$ cat src/rtl/core/rles_pkg.sv
`default_nettype none
// ----------------------------------------------------------------------------
// rles_pkg
// Shared types, register indexes, codes and the colour wheel for the LED
// strip pixel serialiser.
// ----------------------------------------------------------------------------
package rles_pkg;

    // Configuration register indexes
    localparam logic [2:0] REG_EFFECT_MODE  = 3'd0;
    localparam logic [2:0] REG_STATIC_COLOR = 3'd1;
    localparam logic [2:0] REG_BRIGHTNESS   = 3'd2;
    localparam logic [2:0] REG_SPEED        = 3'd3;
    localparam logic [2:0] REG_LED_COUNT    = 3'd4;
    localparam logic [2:0] REG_RED_SLOT     = 3'd5;
    localparam logic [2:0] REG_GREEN_SLOT   = 3'd6;
    localparam logic [2:0] REG_BLUE_SLOT    = 3'd7;

    // Effect mode codes (the unused code behaves as off)
    localparam logic [1:0] MODE_OFF     = 2'd0;
    localparam logic [1:0] MODE_STATIC  = 2'd1;
    localparam logic [1:0] MODE_RAINBOW = 2'd2;

    // Default wire order when the slots are unusable: GRB
    localparam logic [1:0] SLOT_GREEN_DEF = 2'd0;
    localparam logic [1:0] SLOT_RED_DEF   = 2'd1;
    localparam logic [1:0] SLOT_BLUE_DEF  = 2'd2;

    // Symbol timing in 25 ns ticks
    localparam logic [5:0] HIGH_ONE  = 6'd32;
    localparam logic [5:0] HIGH_ZERO = 6'd16;
    localparam logic [5:0] LOW_ONE   = 6'd18;
    localparam logic [5:0] LOW_ZERO  = 6'd34;

    localparam int unsigned BITS_PER_PIXEL = 24;
    localparam logic [4:0]  LAST_BIT_IDX   = 5'(BITS_PER_PIXEL - 1);
    localparam int unsigned QUEUE_DEPTH    = 2;

    // Configuration as seen by the front and back parts
    typedef struct packed {
        logic [1:0]  effect_mode;
        logic [23:0] static_color;
        logic [7:0]  brightness;
        logic [7:0]  speed;
        logic [10:0] led_count_eff;
        logic [1:0]  red_slot;
        logic [1:0]  green_slot;
        logic [1:0]  blue_slot;
    } cfg_t;

    typedef enum logic [1:0] {
        CMD_ZERO,
        CMD_STATIC,
        CMD_WHEEL
    } cmd_kind_t;

    // Classified pixel passed from front to back
    typedef struct packed {
        cmd_kind_t  kind;
        logic [7:0] pos;
    } pix_cmd_t;

    typedef enum logic [1:0] {
        F_IDLE,
        F_DIV,
        F_PUSH
    } front_state_t;

    // 256-position colour wheel, result packed as {r, g, b}
    function automatic logic [23:0] color_wheel(input logic [7:0] pos);
        logic [7:0] p;
        logic [7:0] q;
        logic [9:0] q3;
        logic [7:0] up;
        logic [7:0] down;
        logic [23:0] rgb;
        p = 8'd255 - pos;
        if (p < 8'd85) begin
            q = p;
        end else if (p < 8'd170) begin
            q = p - 8'd85;
        end else begin
            q = p - 8'd170;
        end
        q3   = 10'(q) * 10'd3;
        up   = q3[7:0];
        down = 8'd255 - q3[7:0];
        if (p < 8'd85) begin
            rgb = {down, 8'd0, up};
        end else if (p < 8'd170) begin
            rgb = {8'd0, up, down};
        end else begin
            rgb = {up, down, 8'd0};
        end
        return rgb;
    endfunction

endpackage
`default_nettype wire

$ cat src/rtl/core/rles_front.sv
`default_nettype none
// ----------------------------------------------------------------------------
// rles_front
// Accepts pixel requests, advances the rainbow phase, classifies the pixel
// and works out the wheel position with a bit-serial divider.
// ----------------------------------------------------------------------------
module rles_front import rles_pkg::*; (
    input  wire logic       aclk,
    input  wire logic       aresetn,
    input  wire cfg_t       cfg,
    input  wire logic       s_valid,
    output logic            s_ready,
    input  wire logic       s_frame_start,
    input  wire logic [9:0] s_led_index,
    output logic            push_valid,
    output pix_cmd_t        push_cmd,
    input  wire logic       push_ready
);

    front_state_t state_reg, state_next;
    logic [15:0]  phase_reg, phase_next;
    logic [10:0]  rem_reg, rem_next;
    logic [7:0]   quo_reg, quo_next;
    logic [2:0]   step_reg, step_next;
    cmd_kind_t    kind_reg, kind_next;

    logic [11:0]  rem_shift;
    logic [11:0]  count_ext;
    logic [11:0]  rem_diff;
    logic         rem_fits;
    logic         in_range;

    // Restoring divider step: index*256 / count, one quotient bit a cycle
    assign count_ext = {1'b0, cfg.led_count_eff};
    assign rem_shift = {rem_reg, 1'b0};
    assign rem_fits  = (rem_shift >= count_ext);
    assign rem_diff  = rem_shift - count_ext;
    assign in_range  = ({1'b0, s_led_index} < cfg.led_count_eff);

    // Handshake and command
    assign s_ready       = (state_reg == F_IDLE);
    assign push_valid    = (state_reg == F_PUSH);
    assign push_cmd.kind = kind_reg;
    assign push_cmd.pos  = phase_reg[15:8] + quo_reg;

    // Next state
    always_comb begin
        state_next = state_reg;
        phase_next = phase_reg;
        rem_next   = rem_reg;
        quo_next   = quo_reg;
        step_next  = step_reg;
        kind_next  = kind_reg;
        unique case (state_reg)
            F_IDLE: begin
                if (s_valid) begin
                    if (s_frame_start) begin
                        phase_next = phase_reg + 16'({cfg.speed, 3'b000});
                    end
                    rem_next  = {1'b0, s_led_index};
                    quo_next  = '0;
                    step_next = '0;
                    priority if (in_range && cfg.effect_mode == MODE_RAINBOW) begin
                        kind_next  = CMD_WHEEL;
                        state_next = F_DIV;
                    end else if (in_range && cfg.effect_mode == MODE_STATIC) begin
                        kind_next  = CMD_STATIC;
                        state_next = F_PUSH;
                    end else begin
                        kind_next  = CMD_ZERO;
                        state_next = F_PUSH;
                    end
                end
            end
            F_DIV: begin
                rem_next  = rem_fits ? rem_diff[10:0] : rem_shift[10:0];
                quo_next  = {quo_reg[6:0], rem_fits};
                step_next = step_reg + 3'd1;
                if (step_reg == 3'd7) begin
                    state_next = F_PUSH;
                end
            end
            F_PUSH: begin
                if (push_ready) begin
                    state_next = F_IDLE;
                end
            end
            default: begin
                state_next = F_IDLE;
            end
        endcase
    end

    // Control state
    always_ff @(posedge aclk) begin
        if (!aresetn) begin
            state_reg <= F_IDLE;
            phase_reg <= '0;
        end else begin
            state_reg <= state_next;
            phase_reg <= phase_next;
        end
    end

    // Divider datapath
    always_ff @(posedge aclk) begin
        rem_reg  <= rem_next;
        quo_reg  <= quo_next;
        step_reg <= step_next;
        kind_reg <= kind_next;
    end

    // The partial remainder always stays below the divisor
    a_rem_below_count: assert property (@(posedge aclk) disable iff (!aresetn)
        (state_reg == F_DIV) |-> (rem_reg < cfg.led_count_eff))
        else $error("divider remainder not below count");

    // Only wheel pixels go through the divider
    a_div_is_wheel: assert property (@(posedge aclk) disable iff (!aresetn)
        (state_reg == F_DIV) |-> (kind_reg == CMD_WHEEL))
        else $error("non-wheel pixel in divider");

endmodule
`default_nettype wire

$ cat src/rtl/core/rles_queue.sv
`default_nettype none
// ----------------------------------------------------------------------------
// rles_queue
// Short command queue between the front and back parts.
// ----------------------------------------------------------------------------
module rles_queue import rles_pkg::*; (
    input  wire logic     aclk,
    input  wire logic     aresetn,
    input  wire logic     push_valid,
    output logic          push_ready,
    input  wire pix_cmd_t push_cmd,
    output logic          pop_valid,
    input  wire logic     pop_ready,
    output pix_cmd_t      pop_cmd
);

    localparam int unsigned PtrW = $clog2(QUEUE_DEPTH);
    localparam int unsigned CntW = $clog2(QUEUE_DEPTH + 1);

    pix_cmd_t           entry_reg [QUEUE_DEPTH];
    logic [PtrW-1:0]    wr_ptr_reg, wr_ptr_next;
    logic [PtrW-1:0]    rd_ptr_reg, rd_ptr_next;
    logic [CntW-1:0]    fill_reg, fill_next;
    logic               do_push;
    logic               do_pop;

    assign push_ready = (fill_reg != CntW'(QUEUE_DEPTH));
    assign pop_valid  = (fill_reg != '0);
    assign pop_cmd    = entry_reg[rd_ptr_reg];
    assign do_push    = push_valid && push_ready;
    assign do_pop     = pop_valid && pop_ready;

    // Pointer and fill update
    always_comb begin
        wr_ptr_next = wr_ptr_reg;
        rd_ptr_next = rd_ptr_reg;
        fill_next   = fill_reg;
        if (do_push) begin
            wr_ptr_next = (wr_ptr_reg == PtrW'(QUEUE_DEPTH - 1)) ? '0 : wr_ptr_reg + 1'b1;
        end
        if (do_pop) begin
            rd_ptr_next = (rd_ptr_reg == PtrW'(QUEUE_DEPTH - 1)) ? '0 : rd_ptr_reg + 1'b1;
        end
        if (do_push && !do_pop) begin
            fill_next = fill_reg + 1'b1;
        end else if (do_pop && !do_push) begin
            fill_next = fill_reg - 1'b1;
        end
    end

    always_ff @(posedge aclk) begin
        if (!aresetn) begin
            wr_ptr_reg <= '0;
            rd_ptr_reg <= '0;
            fill_reg   <= '0;
        end else begin
            wr_ptr_reg <= wr_ptr_next;
            rd_ptr_reg <= rd_ptr_next;
            fill_reg   <= fill_next;
        end
    end

    // Storage
    always_ff @(posedge aclk) begin
        if (do_push) begin
            entry_reg[wr_ptr_reg] <= push_cmd;
        end
    end

    a_fill_bounded: assert property (@(posedge aclk) disable iff (!aresetn)
        fill_reg <= CntW'(QUEUE_DEPTH))
        else $error("queue fill beyond depth");

endmodule
`default_nettype wire

$ cat src/rtl/core/rles_back.sv
`default_nettype none
// ----------------------------------------------------------------------------
// rles_back
// Turns pixel commands into colour, applies brightness and wire order, and
// shifts the 24 symbols out MSB first through an output register.
// ----------------------------------------------------------------------------
module rles_back import rles_pkg::*; (
    input  wire logic     aclk,
    input  wire logic     aresetn,
    input  wire cfg_t     cfg,
    input  wire logic     pop_valid,
    output logic          pop_ready,
    input  wire pix_cmd_t pop_cmd,
    output logic          m_valid,
    input  wire logic     m_ready,
    output logic          m_data_bit,
    output logic [5:0]    m_high_ticks,
    output logic [5:0]    m_low_ticks,
    output logic          m_last_of_pixel
);

    // Colour stage
    logic        col_valid_reg, col_valid_next;
    logic [23:0] rgb_reg;
    logic [23:0] rgb_sel;
    logic        col_adv;

    // Scaled, ordered word stage
    logic        word_valid_reg, word_valid_next;
    logic [23:0] word_reg;
    logic [23:0] word_sel;
    logic [8:0]  scale;
    logic [16:0] r_prod, g_prod, b_prod;
    logic [7:0]  r_s, g_s, b_s;
    logic [1:0]  ri, gi, bi;
    logic        slots_ok;
    logic [7:0]  wire_byte [3];

    // Shifter and output register
    logic        sh_active_reg, sh_active_next;
    logic [23:0] sh_reg, sh_next;
    logic [4:0]  cnt_reg, cnt_next;
    logic        m_valid_reg, m_valid_next;
    logic        m_bit_reg, m_bit_next;
    logic        m_last_reg, m_last_next;
    logic        out_free;
    logic        load_word;
    logic        shift_step;
    logic        emit_last;

    // Handshakes between stages
    assign out_free   = !m_valid_reg || m_ready;
    assign load_word  = out_free && !sh_active_reg && word_valid_reg;
    assign shift_step = out_free && sh_active_reg;
    assign emit_last  = shift_step && (cnt_reg == LAST_BIT_IDX);
    assign col_adv    = col_valid_reg && (!word_valid_reg || load_word);
    assign pop_ready  = !col_valid_reg || col_adv;

    // Pixel colour from the command
    always_comb begin
        unique case (pop_cmd.kind)
            CMD_WHEEL:  rgb_sel = color_wheel(pop_cmd.pos);
            CMD_STATIC: rgb_sel = cfg.static_color;
            CMD_ZERO:   rgb_sel = '0;
            default:    rgb_sel = '0;
        endcase
    end

    // Brightness scale and wire order
    always_comb begin
        scale  = 9'(cfg.brightness) + 9'd1;
        r_prod = 17'(rgb_reg[23:16]) * 17'(scale);
        g_prod = 17'(rgb_reg[15:8])  * 17'(scale);
        b_prod = 17'(rgb_reg[7:0])   * 17'(scale);
        r_s    = r_prod[15:8];
        g_s    = g_prod[15:8];
        b_s    = b_prod[15:8];
        slots_ok = (cfg.red_slot <= 2'd2) && (cfg.green_slot <= 2'd2) &&
                   (cfg.blue_slot <= 2'd2) && (cfg.red_slot != cfg.green_slot) &&
                   (cfg.green_slot != cfg.blue_slot) && (cfg.red_slot != cfg.blue_slot);
        ri = slots_ok ? cfg.red_slot   : SLOT_RED_DEF;
        gi = slots_ok ? cfg.green_slot : SLOT_GREEN_DEF;
        bi = slots_ok ? cfg.blue_slot  : SLOT_BLUE_DEF;
        for (int i = 0; i < 3; i++) begin
            if (ri == 2'(i)) begin
                wire_byte[i] = r_s;
            end else if (gi == 2'(i)) begin
                wire_byte[i] = g_s;
            end else if (bi == 2'(i)) begin
                wire_byte[i] = b_s;
            end else begin
                wire_byte[i] = '0;
            end
        end
        // Wire byte 0 goes out first
        word_sel = {wire_byte[0], wire_byte[1], wire_byte[2]};
    end

    // Stage valids
    always_comb begin
        col_valid_next = col_valid_reg;
        if (col_adv) begin
            col_valid_next = 1'b0;
        end
        if (pop_valid && pop_ready) begin
            col_valid_next = 1'b1;
        end
        word_valid_next = word_valid_reg;
        if (load_word) begin
            word_valid_next = 1'b0;
        end
        if (col_adv) begin
            word_valid_next = 1'b1;
        end
    end

    // Shifter and output register
    always_comb begin
        sh_active_next = sh_active_reg;
        sh_next        = sh_reg;
        cnt_next       = cnt_reg;
        m_valid_next   = m_valid_reg && !m_ready;
        m_bit_next     = m_bit_reg;
        m_last_next    = m_last_reg;
        if (load_word) begin
            m_valid_next   = 1'b1;
            m_bit_next     = word_reg[23];
            m_last_next    = 1'b0;
            sh_next        = {word_reg[22:0], 1'b0};
            cnt_next       = 5'd1;
            sh_active_next = 1'b1;
        end else if (shift_step) begin
            m_valid_next = 1'b1;
            m_bit_next   = sh_reg[23];
            m_last_next  = emit_last;
            sh_next      = {sh_reg[22:0], 1'b0};
            cnt_next     = cnt_reg + 5'd1;
            if (emit_last) begin
                sh_active_next = 1'b0;
            end
        end
    end

    always_ff @(posedge aclk) begin
        if (!aresetn) begin
            col_valid_reg  <= 1'b0;
            word_valid_reg <= 1'b0;
            sh_active_reg  <= 1'b0;
            m_valid_reg    <= 1'b0;
        end else begin
            col_valid_reg  <= col_valid_next;
            word_valid_reg <= word_valid_next;
            sh_active_reg  <= sh_active_next;
            m_valid_reg    <= m_valid_next;
        end
    end

    // Payload
    always_ff @(posedge aclk) begin
        if (pop_valid && pop_ready) begin
            rgb_reg <= rgb_sel;
        end
        if (col_adv) begin
            word_reg <= word_sel;
        end
        sh_reg     <= sh_next;
        cnt_reg    <= cnt_next;
        m_bit_reg  <= m_bit_next;
        m_last_reg <= m_last_next;
    end

    assign m_valid         = m_valid_reg;
    assign m_data_bit      = m_bit_reg;
    assign m_last_of_pixel = m_last_reg;
    assign m_high_ticks    = m_bit_reg ? HIGH_ONE : HIGH_ZERO;
    assign m_low_ticks     = m_bit_reg ? LOW_ONE : LOW_ZERO;

    // Bit counter stays within the pixel while shifting
    a_cnt_range: assert property (@(posedge aclk) disable iff (!aresetn)
        sh_active_reg |-> (cnt_reg >= 5'd1 && cnt_reg <= LAST_BIT_IDX))
        else $error("bit counter out of range");

    // The last symbol of a pixel ends the shift
    a_last_ends_shift: assert property (@(posedge aclk) disable iff (!aresetn)
        emit_last |=> (!sh_active_reg && m_valid_reg && m_last_reg))
        else $error("shifter still active after last symbol");

endmodule
`default_nettype wire

$ cat src/rtl/core/rgb_led_effect_serializer.sv
`default_nettype none
// Path: front (bit-serial wheel divider for rainbow), queue, colour stage,
//   word stage, output register. The output shifter sends one symbol a
//   cycle while m_ready stays high; a new request is taken only after the
//   front has pushed the previous pixel's command into the queue.
// Reset (aresetn low, synchronous): configuration registers return to
//   their defaults, phase clears to zero, the queue and all stages empty.
// ----------------------------------------------------------------------------
// rgb_led_effect_serializer
// LED strip pixel serialiser with static and colour-wheel effects, global
// brightness and configurable wire byte order.
// ----------------------------------------------------------------------------
module rgb_led_effect_serializer import rles_pkg::*; #(
    parameter int unsigned MAX_LEDS = 1024
) (
    input  wire logic        aclk,
    input  wire logic        aresetn,
    // Configuration writes
    input  wire logic        cfg_wr_en,
    input  wire logic [2:0]  cfg_index,
    input  wire logic [23:0] cfg_wdata,
    // Pixel requests
    input  wire logic        s_valid,
    output logic             s_ready,
    input  wire logic        s_frame_start,
    input  wire logic [9:0]  s_led_index,
    // Symbols
    output logic             m_valid,
    input  wire logic        m_ready,
    output logic             m_data_bit,
    output logic [5:0]       m_high_ticks,
    output logic [5:0]       m_low_ticks,
    output logic             m_last_of_pixel
);

    localparam int unsigned CountCap = (MAX_LEDS > 2047) ? 2047 : MAX_LEDS;

    logic [1:0]  effect_mode_reg;
    logic [23:0] static_color_reg;
    logic [7:0]  brightness_reg;
    logic [7:0]  speed_reg;
    logic [10:0] led_count_reg;
    logic [1:0]  red_slot_reg;
    logic [1:0]  green_slot_reg;
    logic [1:0]  blue_slot_reg;

    cfg_t        cfg;
    logic        push_valid;
    logic        push_ready;
    pix_cmd_t    push_cmd;
    logic        pop_valid;
    logic        pop_ready;
    pix_cmd_t    pop_cmd;

    // Configuration registers
    always_ff @(posedge aclk) begin
        if (!aresetn) begin
            effect_mode_reg  <= MODE_RAINBOW;
            static_color_reg <= 24'hFFB060;
            brightness_reg   <= 8'd40;
            speed_reg        <= 8'd50;
            led_count_reg    <= 11'd1;
            red_slot_reg     <= SLOT_RED_DEF;
            green_slot_reg   <= SLOT_GREEN_DEF;
            blue_slot_reg    <= SLOT_BLUE_DEF;
        end else if (cfg_wr_en) begin
            unique case (cfg_index)
                REG_EFFECT_MODE:  effect_mode_reg  <= cfg_wdata[1:0];
                REG_STATIC_COLOR: static_color_reg <= cfg_wdata;
                REG_BRIGHTNESS:   brightness_reg   <= cfg_wdata[7:0];
                REG_SPEED:        speed_reg        <= cfg_wdata[7:0];
                REG_LED_COUNT:    led_count_reg    <= cfg_wdata[10:0];
                REG_RED_SLOT:     red_slot_reg     <= cfg_wdata[1:0];
                REG_GREEN_SLOT:   green_slot_reg   <= cfg_wdata[1:0];
                REG_BLUE_SLOT:    blue_slot_reg    <= cfg_wdata[1:0];
                default: ;
            endcase
        end
    end

    // Effective configuration, LED count clamped to the strip limit
    always_comb begin
        cfg.effect_mode   = effect_mode_reg;
        cfg.static_color  = static_color_reg;
        cfg.brightness    = brightness_reg;
        cfg.speed         = speed_reg;
        cfg.led_count_eff = (led_count_reg > 11'(CountCap)) ? 11'(CountCap) : led_count_reg;
        cfg.red_slot      = red_slot_reg;
        cfg.green_slot    = green_slot_reg;
        cfg.blue_slot     = blue_slot_reg;
    end

    rles_front u_front (
        .aclk          (aclk),
        .aresetn       (aresetn),
        .cfg           (cfg),
        .s_valid       (s_valid),
        .s_ready       (s_ready),
        .s_frame_start (s_frame_start),
        .s_led_index   (s_led_index),
        .push_valid    (push_valid),
        .push_cmd      (push_cmd),
        .push_ready    (push_ready)
    );

    rles_queue u_queue (
        .aclk       (aclk),
        .aresetn    (aresetn),
        .push_valid (push_valid),
        .push_ready (push_ready),
        .push_cmd   (push_cmd),
        .pop_valid  (pop_valid),
        .pop_ready  (pop_ready),
        .pop_cmd    (pop_cmd)
    );

    rles_back u_back (
        .aclk            (aclk),
        .aresetn         (aresetn),
        .cfg             (cfg),
        .pop_valid       (pop_valid),
        .pop_ready       (pop_ready),
        .pop_cmd         (pop_cmd),
        .m_valid         (m_valid),
        .m_ready         (m_ready),
        .m_data_bit      (m_data_bit),
        .m_high_ticks    (m_high_ticks),
        .m_low_ticks     (m_low_ticks),
        .m_last_of_pixel (m_last_of_pixel)
    );

endmodule
`default_nettype wire
$ cat config.mk
export PLATFORM = sky130hd
export DESIGN_NAME = rgb_led_effect_serializer
export DESIGN_NICKNAME = d
export VERILOG_FILES = /design/src/rtl/core/rles_pkg.sv /design/src/rtl/core/rles_front.sv /design/src/rtl/core/rles_queue.sv /design/src/rtl/core/rles_back.sv /design/src/rtl/core/rgb_led_effect_serializer.sv
export SDC_FILE = /design/constraint.sdc
export NUM_CORES = 1
export LEC_CHECK = 0
export BUFFER_PORTS_ARGS = -buffer_cell sky130_fd_sc_hd__buf_2
export CORE_ASPECT_RATIO = 1.2
export CORE_MARGIN = 3
export CORE_UTILIZATION = 42
export CTS_CLUSTER_SIZE = 40
export DETAILED_ROUTE_END_ITERATION = 12
export GPL_TIMING_DRIVEN = 0
export MAX_ROUTING_LAYER = met4
export PLACE_DENSITY_LB_ADDON = 0.25
export SLEW_MARGIN = 25
export SYNTH_ARGS = -nofsm -noshare
export SYNTH_HDL_FRONTEND = slang
export SYNTH_HIERARCHICAL = 1
export SYNTH_SLANG_ARGS = --single-unit
$ cat constraint.sdc
create_clock -name aclk -period 12.4 [get_ports aclk]
set_input_delay 0.62 -clock aclk [delete_from_list [all_inputs] [get_ports aclk]]
set_output_delay 0.62 -clock aclk [all_outputs]
set_load 0.1 [all_outputs]
# Yosys cells after proc, flatten, opt, wreduce, memory -nomap -nowiden
# Memories as Yosys holds them, arrays and structs flattened. A register that Yosys moved wholly into a read port is not among the register bits.
# Index checks and enable logic that the tools add are counted.
totals:
  reg_bits: 187
  ram_bits: 20
  input_bits: 43
  output_inout_bits: 16
  word_cells: 189
  mem_count: 1
op_classes:
  add_sub_neg: 14
  multipliers: 4
  magnitude_cmp: 8
  eq_ne: 28
  muxes: 55
  reduce_logical: 52
mem_list:
  columns: ["name", "words", "width", "rd", "rd_ports_with_merged_regs", "wr", "line_no", "text"]
  rows:
  - ["u_queue.entry_reg", 2, 10, 1, 1, 1, "rles_queue.sv:20", "pix_cmd_t entry_reg [QUEUE_DEPTH];"]
op_table:
  columns: ["operator", "count"]
  rows:
  - ["8-bit two-way mux", 13]
  - ["24-bit two-way mux", 4]
  - ["8-bit by 9-bit multiplier with 16-bit output", 3]
  - ["24-bit one-hot mux with 2 select lines", 1]
  - ["11-bit two-way mux", 3]
  - ["11-bit one-hot mux with 2 select lines", 1]
  - ["2-bit AND reduction", 11]
  - ["1-bit two-way mux", 18]
  - ["2-bit two-way mux", 9]
  - ["1-bit logical AND", 17]
  - ["16-bit by 11-bit adder with 16-bit output", 1]
  - ["8-bit one-hot mux with 2 select lines", 1]
  - ["8-bit subtractor, first input constant", 2]
  - ["3-bit == test, second input constant", 5]
  - ["2-bit nonzero test", 7]
  - ["2-bit by 1-bit == test with 1-bit output, second input constant", 6]
  - ["2-bit == test, second input constant", 6]
  - ["12-bit by 11-bit >= comparator with 1-bit output", 1]
  - ["6-bit two-way mux", 2]
  - ["11-bit greater-than comparator, second input constant", 1]
  - ["10-bit by 11-bit < comparator with 1-bit output", 1]
  - ["11-bit subtractor", 1]
  - ["8-bit by 1-bit adder with 9-bit output, second input constant", 1]
  - ["8-bit adder", 1]
  - ["25 further kinds", 45]

# Depth between registers and ports, before layout
depth:
  word_depth: 11
  mapped_depth: 22
  ltp_nobuf: 21

# By module
# The synthesis kept the hierarchy.
by_module_without_submodules:
  columns: ["module", "n_inst", "cells_per_inst", "area_each_um2", "seq_area_each_um2"]
  rows:
  - ["rles_back", 1, 1181, 11205.7, 2362.3]
  - ["rles_front", 1, 356, 3209.3, 1021.0]
  - ["rgb_led_effect_serializer", 1, 246, 2467.4, 1181.1]
  - ["rles_queue", 1, 56, 952.2, 700.7]

# Worst setup path after synthesis
# Ideal clock, no wire load.
synth_timing:
  path_kind: "reg2reg"
  from: "register brightness_reg[0]"
  to: "register u_back.word_reg[15] (data pin)"
  setup_time_ns: 0.261
  arrival_time_ns: 5.380
  required_ns: 12.139
  slack_ns: 6.759
  stages_incl_launch_ff: 20
  n_path_buf: 2
  period_less_slack_ns: 5.641
  cell_sequence: "dfxtp_1 > clkbuf_1 > nand3_1 > xor2_1 > clkbuf_1 > nor2b_1 > fa_1 > fa_1 > inv_1 > fa_1 > fa_1 > inv_1 > ha_1 > o21a_1 > o211a_1 > a221o_1 > a2111oi_2 > o21bai_1 > xnor2_1 > a221o_1"
synth_rtl:
  columns: ["item", "line_no", "text"]
  rows:
  - ["start: declaration", "rgb_led_effect_serializer.sv:40", "logic [7:0] brightness_reg;"]
  - ["start signal: assignment", "rgb_led_effect_serializer.sv:70", "REG_BRIGHTNESS: brightness_reg <= cfg_wdata[7:0];"]
  - ["end signal: assignment", "rles_back.sv:164", "word_reg <= word_sel;"]
  - ["end: declaration", "rles_back.sv:30", "logic [23:0] word_reg;"]

==> run summary <==
Summed over all layers, the global routing overflow is 0. Pin placement for this block handled 59 I/O pins. Max-cap check violation count: 0. The register clock-pin slew on the reported worst setup and hold paths was 0.06 ns. Following the worst setup path forward leads to its endpoint at u_back/word_reg[23]$_DFFE_PP_. For the number of DRC markers after the initial detailed-route iteration, the log shows 524. Routed wire length: 44100 µm. The worst register-to-register path begins at brightness_reg[0]$_SDFFE_PN0P_. The endpoint arrival time on the critical path was 7.46 ns. The tree is rooted in a sky130_fd_sc_hd__clkbuf_16.

The logs give 13771 for the number of global-route vias before repair and 0.0178 mm² for the cell area after synthesis. Counting stages on the worst path, the most repeated cell is sky130_fd_sc_hd__fa_1. Detailed placement finished with a half-perimeter wire length of 34900 µm. The number of antenna diodes in the final layout is 0. TritonCTS built the clock tree. The internal portion of the total power is 2.53 mW.

The portion of the clock cycle consumed by the worst path in the final layout was 58.1%. The peak per-stage delay on the critical path was 0.76 ns; the critical path data required time was 12.66 ns. In the global route stage, overall resource usage came out at 20.3%. Entering global routing, the biggest net connects 24 pins.

After clock tree synthesis, the setup repair step added 0 buffers. For the worst flop-to-flop path, the logic depth is 19. Counting the fill cells in the layout gives 4075. Pin slew with the least headroom to its limit: 1.04 ns. The die covers 0.0450 mm². In this run the worst setup path begins at brightness_reg[0]$_SDFFE_PN0P_. Dividing the detail-routed wire length by the instance count gives 17.8 µm. Across the VDD grid, the largest voltage drop is 0.221 mV. The mean cell area of the mapped netlist was 9.70 µm². The run finished with clean final reports. The largest individual stage delay along the critical path comes from the cell sky130_fd_sc_hd__o41ai_1.

In this run the biggest area consumer among cell types represents 19.5% of the synthesized area. The floorplan step set the die height to 232 µm. The number of vias per cell after detailed routing works out to 5.27. Per report_power, the combinational group accounts for 63.0% of the total. The count of cells in the finished layout, fillers not included, comes to 2484.

In this run the deepest clock path goes through 3 buffers. After synthesis, the cell types taking the most area are sky130_fd_sc_hd__edfxtp_1, sky130_fd_sc_hd__fa_1, sky130_fd_sc_hd__ha_1. Among all flip-flop cells after synthesis, the most frequent one is sky130_fd_sc_hd__edfxtp_1. Startpoint type of the worst setup path: a register. Of the total power, the clock network draws 14.1%. The type of destination of the critical path is a register. The logs give 0 ns for the setup total negative slack and 1839 for the post-synthesis cell count.

The biggest area contributor in the post-synthesis netlist is sky130_fd_sc_hd__edfxtp_1. The floorplan has 82 rows. The class of the most critical setup path is register to register. The tools report the number of gates resized after CTS as 0. Number of buffers and inverters on the critical path: 4. Top achievable clock speed: 139 MHz. Power spread over the standard cell area amounts to 245 mW/mm².

The tools report the starting density of the core as 42.6%. Clock tree synthesis inserted a total of 23 buffers. For the reg2reg setup slack, the log shows 5.20 ns. Setup violations remaining at the end of the flow were counted as 0. The tightest hold path in the finished design has a slack of 0.368 ns. Net switching is 47.6% of the power.

The share of flip-flops with an asynchronous set or reset after synthesis works out to 0%. The run gives 2442 as the count of placed standard cells including taps. The first detailed-routing pass ran for 6 iterations. Of the synthesized area, sequential elements account for 29.5%.

The detail route stage leaves a number of antenna-violating nets equal to 0. The register bit count reported by yosys is 205. The critical path goes through clkbuf_1, nand3_1, xor2_1, clkbuf_1, nor2b_1, fa_1, fa_1, fa_1, inv_1, fa_1, inv_1, ha_1, nor3_1, o311ai_1, nand4b_1, o21ai_1, o41ai_1, mux2i_1, a221o_1.

The final worst-path setup slack was 5.20 ns. The largest delay contributor family on the critical path is adder cells. After floorplanning, the core was sized to cover 0.0419 mm². For this design the static power due to leakage is 8.76 nW. The congestion estimate from routability-driven global placement came to 0.925. In this run the worst path has a maximum fanout of 10.

The H-tree depth is 1. Count of endpoints failing hold in the final timing report: 0. Setup repair after global routing left no endpoint under its margin. The area growth from synthesis to layout is 10.3%. The switching power of the nets is 2.30 mW, and the global-route wire length before repair is 72200 µm. The share of post-route cells with drive strength above 1 works out to 9.18%.

After layout, the minimum clock period comes to 7.20 ns. Type of the most critical hold path: primary input to register. During placement, the flow inserted port buffers numbering 48. The count of flip-flops with a built-in enable after synthesis was 116.

Measured along the x axis, the die boundary spans 194 µm. The run gives 13096 as the via count. Timing analysis after detailed placement gives a worst setup slack of 5.13 ns. Clock latency on the worst-skew pair, taken at its later pin, is 0.53 ns. For the number of antenna violations at the first check in global routing, the log shows 0.

For the remaining max-slew budget at the tightest pin, the log shows 30.9%. The max-slew violation count was 0. Counting every sink on the clock net gives 205. The number of stages on the worst setup path was 19; the number of nets in the final layout was 2250. The run gives 47.0% as the share of the core filled with cells. In this run, post-CTS hold repair placed 0 buffers. Registers are responsible for 22.9% of the overall power. The endpoint identified for the worst register-to-register timing path is u_back/word_reg[23]$_DFFE_PP_. The tools report the remaining routing DRC violations as 0. For this run, the number of Yosys warnings is 6.

The netlist uses 91 different library cells. The clock arrives with 0.0240 ns of skew.
## metal layers
layer / vias to the layer above / global-route usage, % / wire (µm)
met1: 6454 / 24.7 / 18900
met4: 0 / 4.98 / 1080
met2: 212 / 37.0 / 22800
met5: - / - / 0
li1: 6369 / - / -
met3: 61 / 1.55 / 1330
## power by group through the flow
| stage | combinational [mW] | clock (mW) | sequential, mW |
|---|---|---|---|
| 2_1_floorplan | 2.16 | 0 | 1.05 |
| 3_3_place_gp | 2.95 | 0 | 1.12 |
| 3_5_place_dp | 3.05 | 0 | 1.12 |
| 4_1_cts | 3.08 | 0.699 | 1.10 |
| 5_1_grt | 3.45 | 0.726 | 1.12 |
| 6_report | 3.04 | 0.681 | 1.10 |
## synth_stat cells, drive strengths merged (8+ instances only)
library cell,number
buf,29
and3,8
clkbuf,53
mux2i,68
edfxtp,116
o21bai,9
nand2,174
inv,211
nor2b,96
nor2,79
xnor2,39
o211ai,12
fa,124
a21o,17
a22oi,28
nand2b,25
nand3,22
a211oi,10
nor3,13
mux2,35
a21oi,47
xor2,32
and2,144
o21ai,56
a221o,10
a31oi,12
dfxtp,89
ha,162
nand4,8
## worst min-delay path by stage
stage	from	endpoint	slack, ns	depth (start not counted)
after floorplan	u_front/kind_reg[0]$_SDFFCE_PP0P_	u_queue/entry_reg[0][8]$_DFFE_PP_	0.42	0
after global placement	u_front/kind_reg[0]$_SDFFCE_PP0P_	u_queue/entry_reg[0][8]$_DFFE_PP_	0.43	0
after detailed placement	u_front/kind_reg[0]$_SDFFCE_PP0P_	u_queue/entry_reg[0][8]$_DFFE_PP_	0.43	0
after CTS	cfg_wdata[23]	static_color_reg[23]$_SDFFE_PN1P_	0.34	3
after global routing	cfg_wdata[23]	static_color_reg[23]$_SDFFE_PN1P_	0.36	3
final	cfg_wdata[23]	static_color_reg[23]$_SDFFE_PN1P_	0.37	3
## worst reg2reg max path: cells and delay by family (launching register included)
kind                     cells  cell delay (ns)
XOR/XNOR                     1             0.61
multiplexers                 1             0.21
AO/OA/AOI/OAI                4             1.48
flip-flops                   1             0.47
buffers and inverters        4             1.11
adder cells (fa/ha/maj)      5             2.33
AND/OR/NAND/NOR              4             0.73
## area by class of cell
class	count	area [µm²]	share of cell area, %
Inverter	212	796	4.05
Clock buffer	32	629	3.20
Tap cell	546	683	3.47
Multi-Input combinational cell	1346	11400	58.1
Timing Repair Buffer	51	323	1.64
Clock inverter	10	124	0.630
Sequential cell	205	5270	26.8
Buffer	82	414	2.11
## layout by cell type (no fill, tap or decap), types with 11 or more instances in the layout
cell	Yosys	layout
sky130_fd_sc_hd__a21o_1	17	17
sky130_fd_sc_hd__a21oi_1	47	46
sky130_fd_sc_hd__a22oi_1	28	28
sky130_fd_sc_hd__and2_1	144	144
sky130_fd_sc_hd__buf_2	8	56
sky130_fd_sc_hd__buf_4	13	13
sky130_fd_sc_hd__clkbuf_1	51	58
sky130_fd_sc_hd__clkbuf_16	0	23
sky130_fd_sc_hd__dfxtp_1	89	89
sky130_fd_sc_hd__edfxtp_1	116	116
sky130_fd_sc_hd__fa_1	124	124
sky130_fd_sc_hd__ha_1	162	162
sky130_fd_sc_hd__inv_1	210	210
sky130_fd_sc_hd__mux2_2	35	35
sky130_fd_sc_hd__mux2i_1	68	68
sky130_fd_sc_hd__nand2_1	174	174
sky130_fd_sc_hd__nand2b_1	24	24
sky130_fd_sc_hd__nand3_1	21	21
sky130_fd_sc_hd__nor2_1	79	79
sky130_fd_sc_hd__nor2b_1	96	96
sky130_fd_sc_hd__nor3_1	13	12
sky130_fd_sc_hd__o211ai_1	11	11
sky130_fd_sc_hd__o21ai_0	38	37
sky130_fd_sc_hd__o21ai_1	18	18
sky130_fd_sc_hd__xnor2_1	39	39
sky130_fd_sc_hd__xor2_1	32	32
## stage by stage
stage	cell area [µm²]	total power, mW
2_1_floorplan	17900	3.21
3_3_place_gp	18800	4.08
3_5_place_dp	18900	4.16
4_1_cts	19700	4.88
5_1_grt	19700	5.30
6_report	19700	4.82
## logic make-up (layout without fill, tap and decap cells)
| family | count (synthesis) | in the layout | share of synthesized area, % |
|---|---|---|---|
| xor gates and xnor gates | 71 | 71 | 3.49 |
| adders and majority gates | 286 | 286 | 25.3 |
| other | 2 | 8 | 0.0421 |
| muxes | 103 | 103 | 6.03 |
| DFF | 205 | 205 | 29.5 |
| buffers and inverters | 294 | 387 | 6.78 |
| and+or+nand+nor | 612 | 612 | 18.3 |
| AOI/OAI and AO/OA | 266 | 266 | 10.5 |
Power figures use the tool's default switching activity.
